==> src/rtl/lif_pkg.sv <==
package lif_pkg;

  localparam int FRAC_BITS = 16;
  localparam int COORD_W   = 32;
  localparam int WIDE_W    = 64;

  // Sideband data that rides alongside the dividers.
  typedef struct packed {
    logic signed [COORD_W-1:0] ap;
    logic signed [COORD_W-1:0] aq;
    logic signed [COORD_W-1:0] cp;
    logic signed [COORD_W-1:0] cq;
    logic signed [WIDE_W-1:0]  c1;
    logic                      swap;   // slopes taken as dx/dy
    logic                      fail;
  } side_t;

endpackage

==> src/rtl/lif_back.sv <==
module lif_back (
  input  logic                                clk,
  input  logic                                rst,
  input  logic                                adv,
  input  logic                                in_valid,
  input  logic [lif_pkg::WIDE_W-1:0]          quotient,
  input  lif_pkg::side_t                      side_in,
  output logic                                out_valid,
  output logic signed [lif_pkg::COORD_W-1:0]  cross_x,
  output logic signed [lif_pkg::COORD_W-1:0]  cross_y,
  output logic                                found
);
  import lif_pkg::*;

  logic v1, v2;
  side_t s1, s2;
  logic [COORD_W-1:0] p1, p2, t1;
  logic signed [WIDE_W-1:0] mlo, mhi;
  logic signed [WIDE_W-1:0] msum;
  logic [COORD_W-1:0] rq;

  always_ff @(posedge clk) begin
    if (rst) begin
      v1 <= 1'b0; v2 <= 1'b0; out_valid <= 1'b0;
    end else if (adv) begin
      v1 <= in_valid; v2 <= v1; out_valid <= v2;
    end
  end

  always_comb begin
    msum = mlo + {mhi[COORD_W-1:0], {COORD_W{1'b0}}};
    rq   = s2.aq + COORD_W'(msum >>> FRAC_BITS);
  end

  always_ff @(posedge clk) begin
    if (adv) begin
      p1 <= quotient[COORD_W-1:0];
      t1 <= quotient[COORD_W-1:0] - side_in.ap;
      s1 <= side_in;

      mlo <= $signed(t1) * $signed({1'b0, s1.c1[COORD_W-1:0]});
      mhi <= $signed(t1) * $signed(s1.c1[WIDE_W-1:COORD_W]);
      p2  <= p1;
      s2  <= s1;

      found <= !s2.fail;
      if (s2.fail) begin
        cross_x <= '0;
        cross_y <= '0;
      end else if (s2.swap) begin
        cross_x <= rq;
        cross_y <= p2;
      end else begin
        cross_x <= p2;
        cross_y <= rq;
      end
    end
  end

endmodule

==> config.mk <==
export PLATFORM = sky130hd
export DESIGN_NAME = lif_back
export DESIGN_NICKNAME = d
export VERILOG_FILES = /design/src/rtl/lif_pkg.sv /design/src/rtl/lif_back.sv
export SDC_FILE = /design/constraint.sdc
export NUM_CORES = 2
export LEC_CHECK = 0
export ABC_CLOCK_PERIOD_IN_PS = 9740
export BUFFER_PORTS_ARGS = -buffer_cell sky130_fd_sc_hd__buf_2
export CELL_PAD_IN_SITES_DETAIL_PLACEMENT = 1
export CELL_PAD_IN_SITES_GLOBAL_PLACEMENT = 1
export CORE_ASPECT_RATIO = 0.7
export CORE_MARGIN = 1
export CORE_UTILIZATION = 45
export CTS_CLUSTER_SIZE = 28
export DETAILED_ROUTE_END_ITERATION = 8
export GPL_TIMING_DRIVEN = 0
export PLACE_DENSITY_LB_ADDON = 0.08
export SLEW_MARGIN = 40
export SYNTH_ARGS = -nofsm -noshare
export SYNTH_HDL_FRONTEND = slang
export SYNTH_SLANG_ARGS = --single-unit
==> constraint.sdc <==
create_clock -name clk -period 9.74 [get_ports clk]
set_input_delay 0.974 -clock clk [delete_from_list [all_inputs] [get_ports clk]]
set_output_delay 0.974 -clock clk [all_outputs]
set_load 0.1 [all_outputs]
# [Word level (Yosys, flattened, before mapping)]
# Index checks and enable logic that the tools add are counted.
# W data, S select, Z words.
[op_classes] n_addsub=3 n_mul=2 muxes=2 reduce_logical=1
[ops] cell="$mux W32" count=2
[ops] cell="$add A48 B48 Y48" count=1
[ops] cell="$mul A32 B33 Y48" count=1
[ops] cell="$add A32 B32 Y32" count=1
[ops] cell="$mul A32 B32 Y16" count=1
[ops] cell="$sub A32 B32 Y32" count=1
[ops] cell="$logic_not A1 Y1" count=1
[word_totals] regBits=360 output_inout_bits=66

# [Longest topological paths before layout]
[logic_depth] word_depth=3 ltp_mapped=29

# [Worst setup path before layout]
# No wires, ideal clock.
[synth_path] path_kind="register to register" startpoint="register t1[10]" endpoint="register mlo[47], data pin" setup_time_ns=0.262 t_arrival_ns=7.062 required_ns=9.478 slack_ns=2.416 stages_incl_launch_ff=27 period_less_slack_ns=7.324 cell_sequence="edfxtp_1 clkbuf_1 clkbuf_1 and2_1 fa_1 fa_1 inv_1 fa_1 fa_1 inv_1 fa_1 fa_1 fa_1 inv_1 fa_1 inv_1 ha_1 and4_1 and3_1 a21oi_1 o211ai_1 a21o_4 a221oi_4 o21ai_2 o41ai_4 o31ai_1 xnor2_1"
[synth_via] elab_chain_cells=1
[synth_lines] item="start: declaration" line="lif_back.sv:17" rtl="logic [COORD_W-1:0] p1, p2, t1;"
[synth_lines] item="start signal: assignment" line="lif_back.sv:38" rtl="t1 <= quotient[COORD_W-1:0] - side_in.ap;"
[synth_lines] item="$mul A32 B33 Y48" line="lif_back.sv:41" rtl="mlo <= $signed(t1) * $signed({1'b0, s1.c1[COORD_W-1:0]});"
[synth_lines] item="end signal: assignment" line="lif_back.sv:41"
[synth_lines] item="end: declaration" line="lif_back.sv:18" rtl="logic signed [WIDE_W-1:0] mlo, mhi;"
# Every way passes these cells.
# A chain may end at the register's enable or synchronous reset.

# [Final worst setup path]
# Same ends and word-level chain as after synthesis.

==> impl_summary.txt <==
----------------------------------------------------
[Worst hold path]
  Worst hold path type ... flop to flop

[Placed design]
  Number of input and output port buffers inserted ... 215
  Routability congestion estimate ... 0.9755
  Worst slack at placement ... 0.8849 ns
  Total half-perimeter wirelength after legalization and detailed placement ... approximately 140 mm

[Worst setup path]
  Path depth of the worst reg2reg path ... 26
  WP data required ... just over 10 ns
  Worst setup EP type ... flop
  Type of the setup path with the least slack ... flop to flop
  Slowest cell on the critical path ... clkbuf_1
  FF-to-FF End ... mlo[47]
  Cell repeated most along the worst path ... fa_1
  Startpoint of the most critical register-to-register path ... t1[10]
  Kind of start point of the critical path ... flop
  Capturing element of the worst setup path ... mlo[47]
  Setup slack, reg-to-reg ... roughly 0.76 ns
  Biggest cell delay along the critical path ... 0.71 ns
  Crit path max fanout ... 10
  Arrival time at the worst endpoint ... 9.32 ns
  CP startpoint ... t1[10]

[Synthesis]
  Number of instances in the synthesized netlist ... 4521
  Sequential-to-total area share from yosys stat ... 21.23%
  Yosys warnings ... 0
  Main synth FF type ... edfxtp_1
  Synth top area cells ... fa_1 (37%), edfxtp_1 (21%), ha_1 (9.1%)
  Synthesized area per cell ... 10.23 um^2
  Fraction of registers with async set/reset ... 0%
  Netlist Area Pre-Place ... around 46000 um^2
  Count of different cell masters after synthesis ... 64
  Syn Nets ... roughly 6000
  Fraction of post-synthesis cell area in the top cell type by area ... 37.30%
  Flip-flop and latch count after synthesis ... 328
  Most area-hungry cell type in the Yosys netlist ... fa_1
  Count of flip-flops with a built-in enable after synthesis ... 325

[Clocking]
  Clock tree from TritonCTS ... yes
  Count of cells resized by post-cts repair ... 0
  Hold_buf cts ... 0
  Post-CTS Repair Setup Buffers ... 0
  Clock edge transition at the registers on the reported setup and hold paths ... 0.06 ns
  Clock insertion delay at the later pin of the skew report ... roughly 0.63 ns
  Clock root buffer master ... clkbuf_16
  H-tree depth ... 2
  Maximum buffer depth of the clock tree ... 3
  CTS Sinks ... 328
  Number of buffers added by the clock tree synthesis step ... 38

[Routing]
  Total Routed Length ... approximately 160 mm
  Violation count after the first detailed-routing iteration ... 2898
  Number of search-and-repair iterations in the first detailed-routing pass ... 6
  Mean number of vias per cell ... 5.391
  Remaining DRCs ... 0
  Wirelength per Cell ... about 27 um
  Number of vias in the routed layout ... 33220
  Antenna Violating Nets Remaining ... 0

[Finish]
  Share of post-route cells with drive strength above 1 ... 7.002%
  Number of fill cells ... 11310
  Final Core Density ... 50.07%
  Final net count ... 6244
  Commonest non-fill, non-tap cell in the layout ... inv_1
  Syn-to-layout area delta ... 9.285%
  Commonest non-fill, non-tap cells in the layout ... inv_1 (947), fa_1 (862), and2_1 (611), nand2_1 (467), ha_1 (336)

[STA]
  Achievable Freq ... 111.4 MHz
  Worst slew margin relative to its limit ... 34.46%
  Clock period minus final worst setup slack ... 8.981 ns
  Number of endpoints failing setup at the final stage ... 0
  Worst-margin pin slew ... 0.9832 ns
  Period utilization ... 92.20%
  Pins over their slew limit ... 0
  Worst hold margin ... 0.4159 ns
  Worst path setup slack after routing ... 0.7593 ns
  Hold Violations, Final ... 0
  Final TNS setup ... 0 ns
  Unrepaired setup endpoints after global routing ... false
  Layout Skew ... about 0.046 ns

[Floorplan]
  Chip height ... about 270 um
  Number of standard-cell rows in the floorplan ... 97
  Die area ... 104100 um^2
  Number of primary I/O pins ... roughly 330
  Core Region ... between 100000 and 150000 um^2
  Die Wd ... about 390 um
  Initial core utilization ... 45.81%

[Run status]
  Status ... completed

[GRT]
  Initial antenna violation count ... 24
  Overall routing resource usage ... 32.22%
  Leftover overflow at the end of global routing ... 0
  Via count of the first global-routing pass ... ~36000
  Wire length of the first global-routing pass ... around 240 mm
  Largest net degree at the start of global routing ... between 70 and 80

[Flow run]
  Maximum capacitance violations ... 0

----------------------------------------------------
-- synth_stat cells (2+ instances only) --
cell / n
o31ai_1: 2
o311ai_1: 2
mux2i_1: 44
ha_1: 336
a211o_1: 3
nand4_1: 7
edfxtp_1: 325
clkbuf_1: 205
o211ai_1: 9
o22ai_1: 4
a21oi_1: 85
fa_1: 862
xor2_1: 38
nor2b_1: 23
buf_1: 5
o21ba_2: 2
o21bai_1: 5
or2_2: 2
nor2_1: 143
dfxtp_1: 3
or3_1: 5
and3_1: 8
o31a_1: 5
o41ai_1: 3
a22o_1: 2
o21a_1: 20
a211oi_1: 17
nand2b_1: 29
a21o_1: 42
a31oi_1: 8
and4_1: 3
a41oi_1: 2
o41a_1: 2
nor3_1: 17
nand3_1: 23
and2_1: 611
o21ai_0: 48
a31o_2: 2
nand2_1: 467
xnor2_1: 132
inv_1: 947
-- how the worst min path moves through the flow --
stage                 start  endpoint  cells after the start
floorplan             p1[0]     p2[0]                      0
global placement     p1[12]    p2[12]                      0
detailed placement   p1[21]    p2[21]                      0
CTS                   p1[4]     p2[4]                      0
global route        s1[138]   s2[138]                      0
finish                p1[2]     p2[2]                      0
-- state kept, by name, summed over array words and instances (netlist names) --
signal	cells
mhi	16
v1	1
cross_y	32
t1	32
out_valid	1
s1	82
p2	32
s2	34
cross_x	32
p1	32
mlo	32
found	1
v2	1
-- layout make-up --
cell class | instances | area (um^2) | share of cell area (%)
Clock buffer | 50 | 1036 | 2.049
Tap cell | 1336 | 1672 | 3.307
Sequential cell | 328 | 9819 | 19.42
Antenna cell | 12 | 30.03 | 0.05940
Clock inverter | 19 | 254.0 | 0.5024
Inverter | 948 | 3558 | 7.039
Buffer | 210 | 837.1 | 1.656
Timing Repair Buffer | 223 | 1244 | 2.460
Multi-Input combinational cell | 3035 | 32100 | 63.50
-- per-layer routing --
| layer | up-vias | routed length (um) | share of wire, % | global-route usage, % |
|---|---|---|---|---|
| li1 | 14220 | - | - | - |
| met3 | 154 | 17260 | 11 | 8.740 |
| met1 | 17580 | 74510 | 46 | 48.92 |
| met2 | 1260 | 68560 | 42 | 45.88 |
| met5 | - | 27 | 0.017 | 0 |
| met4 | 4 | 3274 | 2.0 | 6.387 |
-- worst max-delay path: cells and delay by family, from the launching register on --
family,cells,cell delay [ns]
buf+inv,6,1.57
simple gates,3,0.68
xor+xnor,1,0.14
flops,1,0.46
fa+ha+maj,9,4.37
compound gates,7,1.47
-- logic make-up (layout without fill, tap and decap cells) --
logic type	Yosys count	after routing	synth area share [%]
fa+ha+maj	1198	1198	46.39
other cells	0	12	0
simple gates	1344	1344	14.81
buf+inv	1158	1450	9.396
mux	44	44	0.9521
compound gates	279	279	4.006
flops	328	328	21.23
xor+xnor	170	170	3.219
-- metrics by stage --
step / cell area [um^2] / std cells
after detailed placement: 49210 / 6079
final: 50550 / 6161
after CTS: 50500 / 6148
after global placement: 49010 / 6072
after global routing: 50550 / 6158
after floorplan: 46260 / 4521
Power is not shown: default switching activity piles up to over one toggle a cycle in this logic, so the estimate is an artifact.
