### config.mk
export PLATFORM = sky130hd
export DESIGN_NAME = lif_front
export DESIGN_NICKNAME = d
export VERILOG_FILES = /design/src/rtl/lif_pkg.sv /design/src/rtl/lif_front.sv
export SDC_FILE = /design/constraint.sdc
export NUM_CORES = 1
export LEC_CHECK = 0
export BUFFER_PORTS_ARGS = -buffer_cell sky130_fd_sc_hd__buf_4
export CAP_MARGIN = 20
export CORE_AREA = 8 8 267 269
export CTS_CLUSTER_DIAMETER = 30
export DETAILED_ROUTE_END_ITERATION = 16
export DIE_AREA = 0 0 275 277
export SYNTH_ARGS = -nofsm -noshare
export SYNTH_HDL_FRONTEND = slang
export SYNTH_SLANG_ARGS = --single-unit
export TNS_END_PERCENT = 5
### constraint.sdc
create_clock -name clk -period 7.9 [get_ports clk]
set_input_delay 0.395 -clock clk [delete_from_list [all_inputs] [get_ports clk]]
set_output_delay 0.395 -clock clk [all_outputs]
set_load 0.02 [all_outputs]
### src/rtl/lif_pkg.sv
package lif_pkg;

  localparam int FRAC_BITS = 16;
  localparam int COORD_W   = 32;
  localparam int WIDE_W    = 64;

  // Sideband data that rides alongside the dividers.
  typedef struct packed {
    logic signed [COORD_W-1:0] ap;
    logic signed [COORD_W-1:0] aq;
    logic signed [COORD_W-1:0] cp;
    logic signed [COORD_W-1:0] cq;
    logic signed [WIDE_W-1:0]  c1;
    logic                      swap;   // slopes taken as dx/dy
    logic                      fail;
  } side_t;

endpackage

### src/rtl/lif_front.sv
module lif_front (
  input  logic                                clk,
  input  logic                                rst,
  input  logic                                adv,
  input  logic                                in_valid,
  input  logic signed [lif_pkg::COORD_W-1:0]  ax,
  input  logic signed [lif_pkg::COORD_W-1:0]  ay,
  input  logic signed [lif_pkg::COORD_W-1:0]  bx,
  input  logic signed [lif_pkg::COORD_W-1:0]  by,
  input  logic signed [lif_pkg::COORD_W-1:0]  cx,
  input  logic signed [lif_pkg::COORD_W-1:0]  cy,
  input  logic signed [lif_pkg::COORD_W-1:0]  dx,
  input  logic signed [lif_pkg::COORD_W-1:0]  dy,
  output logic                                out_valid,
  output logic [lif_pkg::WIDE_W-1:0]          num1,
  output logic [lif_pkg::WIDE_W-1:0]          den1,
  output logic [lif_pkg::WIDE_W-1:0]          num2,
  output logic [lif_pkg::WIDE_W-1:0]          den2,
  output lif_pkg::side_t                      side
);
  import lif_pkg::*;

  logic signed [COORD_W-1:0] rax, ray, rbx, rby, rcx, rcy, rdx, rdy;
  logic signed [COORD_W-1:0] ap, aq, bp, bq, cp, cq, dp, dq;
  logic [COORD_W-1:0] d1q, d1p, d2q, d2p;
  logic horiz;

  always_ff @(posedge clk) begin
    if (rst) out_valid <= 1'b0;
    else if (adv) out_valid <= in_valid;
  end

  always_ff @(posedge clk) begin
    if (adv) begin
      rax <= ax; ray <= ay; rbx <= bx; rby <= by;
      rcx <= cx; rcy <= cy; rdx <= dx; rdy <= dy;
    end
  end

  always_comb begin
    horiz = (ray == rby) || (rcy == rdy);
    ap = horiz ? rax : ray;  aq = horiz ? ray : rax;
    bp = horiz ? rbx : rby;  bq = horiz ? rby : rbx;
    cp = horiz ? rcx : rcy;  cq = horiz ? rcy : rcx;
    dp = horiz ? rdx : rdy;  dq = horiz ? rdy : rdx;
    d1q = bq - aq;
    d1p = bp - ap;
    d2q = dq - cq;
    d2p = dp - cp;
    num1 = {{(WIDE_W-COORD_W){d1q[COORD_W-1]}}, d1q} << FRAC_BITS;
    den1 = {{(WIDE_W-COORD_W){d1p[COORD_W-1]}}, d1p};
    num2 = {{(WIDE_W-COORD_W){d2q[COORD_W-1]}}, d2q} << FRAC_BITS;
    den2 = {{(WIDE_W-COORD_W){d2p[COORD_W-1]}}, d2p};
    side.ap   = ap;
    side.aq   = aq;
    side.cp   = cp;
    side.cq   = cq;
    side.c1   = '0;
    side.swap = !horiz;
    // horizontal line mixed with a vertical one
    side.fail = horiz && ((rax == rbx) || (rcx == rdx));
  end

endmodule

## Yosys cells after proc, flatten, opt, wreduce, memory -nomap -nowiden

Cells that the tools add are included.

- Flip-flop bits (word level): 257
- Latch bits: 0
- RAM bits: 0
- Memory bits (read-only): 0
- Output and inout bits: 451
- Word-level logic and storage cells: 29
- Memories kept: 0

- $add $sub $neg: 4
- Multiply operators: 0
- Divide/modulo/power cells: 0
- Magnitude comparators: 0
- Eq/ne operators: 4
- Shift operators: 0
- Muxes and demuxes: 8
- Bitwise operators: 0
- Reductions and logical operators: 4

Operators by type and width:

| kind | count |
|---|---|
| 32-bit 2-to-1 mux | 8 |
| 32-bit == test | 4 |
| 32-bit subtractor | 4 |
| 1-bit logical OR | 2 |
| 1-bit logical AND | 1 |
| 1-bit logical NOT | 1 |

## Logic depth before layout (Yosys ltp)

- Depth in word-level cells: 4
- Mapped depth: 22

## Least setup slack after synthesis

No wires, ideal clock.

- Path kind: flip-flop to output port
- Start point: register rcy[3]
- End point: output den1[32] in the netlist's numbering
- Data arrival time: 5970 ps
- Data required time: 7505 ps
- Path slack: 1535 ps
- Cell stages (with the launch flop): 20
- Cells stage by stage: edfxtp_1 xnor2_1 nand4_1 or4_1 o22ai_1 clkbuf_1 buf_2 mux2i_1 ha_1 o211ai_1 a21oi_1 o31a_1 a32oi_1 a31oi_1 a21oi_1 o2111ai_1 a311oi_1 o21bai_1 xor2_1 buf_4

- Word-level cells in the longest chain between the ends: 4

Ends and longest elaborated chain:

| what | RTL line | source |
|---|---|---|
| start: declaration | lif_front.sv:23 | `logic signed [COORD_W-1:0] rax, ray, rbx, rby, rcx, rcy, rdx, rdy;` |
| start signal: assignment | lif_front.sv:36 | `rcx <= cx; rcy <= cy; rdx <= dx; rdy <= dy;` |
| 32-bit == test (*) | lif_front.sv:41 | `horiz = (ray == rby) \|\| (rcy == rdy);` |
| 1-bit logical OR (*) | lif_front.sv:41 |  |
| 32-bit 2-to-1 mux, on equally long branches | lif_front.sv:43, lif_front.sv:42 |  |
| 32-bit subtractor (*) | lif_front.sv:47 | `d1p = bp - ap;` |
| end: declaration | lif_front.sv:16 | `output logic [lif_pkg::WIDE_W-1:0] den1,` |

Mark *: on every way between the ends. The rest lies on a longest branch, timed or not.

## Final worst setup path

- Start point: register rcy[0]
- End point: output den1[63] in the netlist's numbering

The elaborated chain is that of the path after synthesis.

==> results.md <==
* Final min period at 7.70 ns
* DRC at 0
* Overall Global Routing Usage at 20.6%
* Num Clock Sinks at 257
* Max Clock Skew at 0 ns
* Clk pin slew, worst setup/hold paths at 0.04 ns
* Worst setup SP type: register
* Layout cells sized above 1 at 26.3%
* Max Clk Rate at 130 MHz
* # Post-CTS Setup Buffers at 0
* Leakage power at 0.0134 µW
* Drt total wl at 83000 µm
* Crit Path Max Fanout at 47
* Hpwl dp at 66500 µm
* Synthesized area at 0.0197 mm²
* Synth top cells by count: nand2_1, edfxtp_1, buf_4
* Post-synth top flop: edfxtp_1
* Post-synth ARST share at 0%
* Die width at 275 µm
* Synth unique cells at 73
* Status: complete, no violations
* Global-route wire length before repair at 119000 µm
* GP Congestion at 0.931
* I/O pin count at 711
* # placed instances at 3443
* Mux contribution to synthesized area at 6.50%
* Detailed Routing Iterations Pass 1 at 6
* Hold depth at 1
* Buffers added on ports at 614
* Pwr per Cell Area at 258 mW/mm²
* Register area share after synthesis at 39.1%
* Worst IR Drop VDD at 0.155 mV
* Reg2reg start: out_valid
* Core area at 0.0668 mm²
* Slew HR at 14.8%
* Worst slew pin tran at 1.28 ns
* Hold crit path type: primary input to register
* Worst R2R Setup Slack at 6.75 ns
* Count leader, synth: nand2_1
* Area growth syn-to-layout at 49.7%
* Vias in the first global route at 18400
* Finish-stage setup viols at 0
* Synth top area cells: edfxtp_1, nand2_1, ha_1
* Yosys warns at 0
* RSZ-0062 raised after global routing: no
* Worst-Skew Late Latency at 0.59 ns
* CTS buffer count at 77
* Area share of fa/ha/maj cells after synthesis at 8.28%
* Tcrit/Tclk final at 97.4%
* Reg2Reg Depth at 3
* Synth Area in Compound Gates at 10.7%
* Register bit total from synthesis at 257
* Hold Crit Endpoint: rdx[27]
* Synth Area in XOR/XNOR at 10.8%
* Antenna Nets Post-Route at 0
* Rows at 95
* Initial core utilization at 29.5%
* Avg Inst Size Synth at 9.45 µm²
* Critical path arrival at 7.30 ns
* Synthesized instance count at 2087
* CP required at 7.51 ns
* FF-to-FF End: out_valid
* Worst hold start: adv
* Synth area leader: edfxtp_1
* TritonCTS clock tree: built
* Post-Synth Simple-Gate Area at 13.4%
* Vias/cell at 4.74
* Largest family of logic cells by synthesized area: simple AND/OR/NAND/NOR gates
* Clock tree buffer depth at 3
* Initial drt markers at 1306
* H-tree depth at 3
* Gr ovfl total at 0
* Root Buffer: clkbuf_16
* CP Capture Type: output port
* Pin count of the biggest net entering global routing at 155
* DR WL/cell at 21.6 µm
* Initial antenna violation count at 7
* Max_cap viols at 0
* TNS Setup at 0 ns
* Nets at 3295
* Share of the synthesized area in the top cell type at 39.0%
* DR vias at 18200
* Finished Layout Cells at 3845
* EDFF count, synth at 256
* CP Class: register to output port
* Final hold vios at 0
* Die area at 0.0762 mm²
* Max Slew Vio Count at 0
* Die Ht at 277 µm
-- sequential cells by signal (all words and copies together), names as in the netlist --
signal	flops
out_valid	1
rby	32
rbx	32
rax	32
rcy	32
rcx	32
rdx	32
ray	32
rdy	32
-- area by class of cell --
cell class / count / area (µm²)
inverter: 148 / 558
fill: 6339 / 37300
clock buffer: 83 / 1970
tap: 873 / 1090
multi-input combinational: 1536 / 10200
timing repair buffer: 887 / 7370
sequential: 257 / 7710
clock inverter: 57 / 596
antenna: 4 / 10.0
-- power by group --
group / leakage, µW / internal, µW / switching (µW) / total [µW]
Sequential: 0.00251 / 1640 / 122 / 1760
Clock: 0.00124 / 2090 / 955 / 3050
Combinational: 0.00962 / 1130 / 1680 / 2810
Total: 0.0134 / 4860 / 2760 / 7610
-- worst max-delay path: stages (launching register included) --
cell,delay [ns]
edfxtp_1,0.42
xnor2_1,0.66
nand4_1,0.44
or4_1,0.73
o22ai_4,0.26
buf_12,0.24
buf_12,0.29
mux2i_1,0.40
ha_1,0.29
nand2b_1,0.11
a21oi_1,0.12
o31a_1,0.38
a32oi_1,0.38
a31oi_1,0.30
a21oi_1,0.37
o2111ai_1,0.21
a311oi_1,0.30
o21bai_1,0.13
xor2_2,0.13
buf_4,0.31
buf_4,0.21
-- routing by layer --
| metal | vias up | track usage (%) | wire, µm |
|---|---|---|---|
| met5 | - | 0 | 23 |
| met4 | 4 | 8.49 | 3230 |
| met3 | 157 | 4.96 | 7330 |
| met2 | 856 | 33.3 | 38000 |
| met1 | 8582 | 26.1 | 34500 |
| li1 | 8627 | - | - |
-- per-stage QoR --
step / setup slack, ns / power (µW) / hold WS, ns / instance area [µm²] / utilization [%]
after floorplan: 1.53 / 3450 / 0.467 / 20100 / -
after detailed placement: 1.02 / 4470 / 0.499 / 24400 / 36.5
final: 0.203 / 7610 / 0.393 / 29500 / 44.2
after CTS: 0.329 / 7680 / 0.377 / 29500 / 44.2
after global placement: 0.912 / 4470 / 0.484 / 24400 / 36.5
after global routing: 0.0395 / 7920 / 0.403 / 29500 / 44.2
-- cells in the final DEF (no fill, tap or decap), types with 14 or more instances in the layout --
cell / n
mux2i_1: 128
o21ai_0: 44
xnor2_1: 136
nand2_1: 442
nand2b_1: 14
nor2_1: 46
buf_4: 623
nand3_1: 18
o21a_1: 19
ha_1: 124
edfxtp_1: 256
inv_1: 147
nand4_1: 25
xor2_1: 105
nor4_1: 22
clkinv_2: 19
a21oi_1: 99
clkbuf_16: 78
conb_1: 96
dlygate4sd3_1: 258
a21o_1: 57
-- repair_timing --
item | 4_1_cts | 5_1_grt
endpoints found under the hold margin | 257 | 0
gates resized for setup | 0 | 1
setup endpoints to repair | 0 | 35
hold buffers | 258 | 0
-- cell families after synthesis --
kind of cell / after synthesis
compound gates: 318
buf+inv: 389
fa+ha+maj: 128
flops: 257
other cells: 1
mux: 128
xor+xnor: 244
simple gates: 622
-- worst max path at each step --
stage	from	endpoint	slack [ns]	depth (start not counted)
after floorplan	rcy[3]	den1[32]	1.53	19
after global placement	rcy[5]	den1[30]	0.91	20
after detailed placement	rdy[5]	den1[63]	1.02	20
after CTS	rdy[5]	den1[63]	0.33	20
after global routing	rcy[0]	den1[58]	0.04	20
final	rcy[0]	den1[63]	0.20	20
Power figures use the tool's default switching activity.
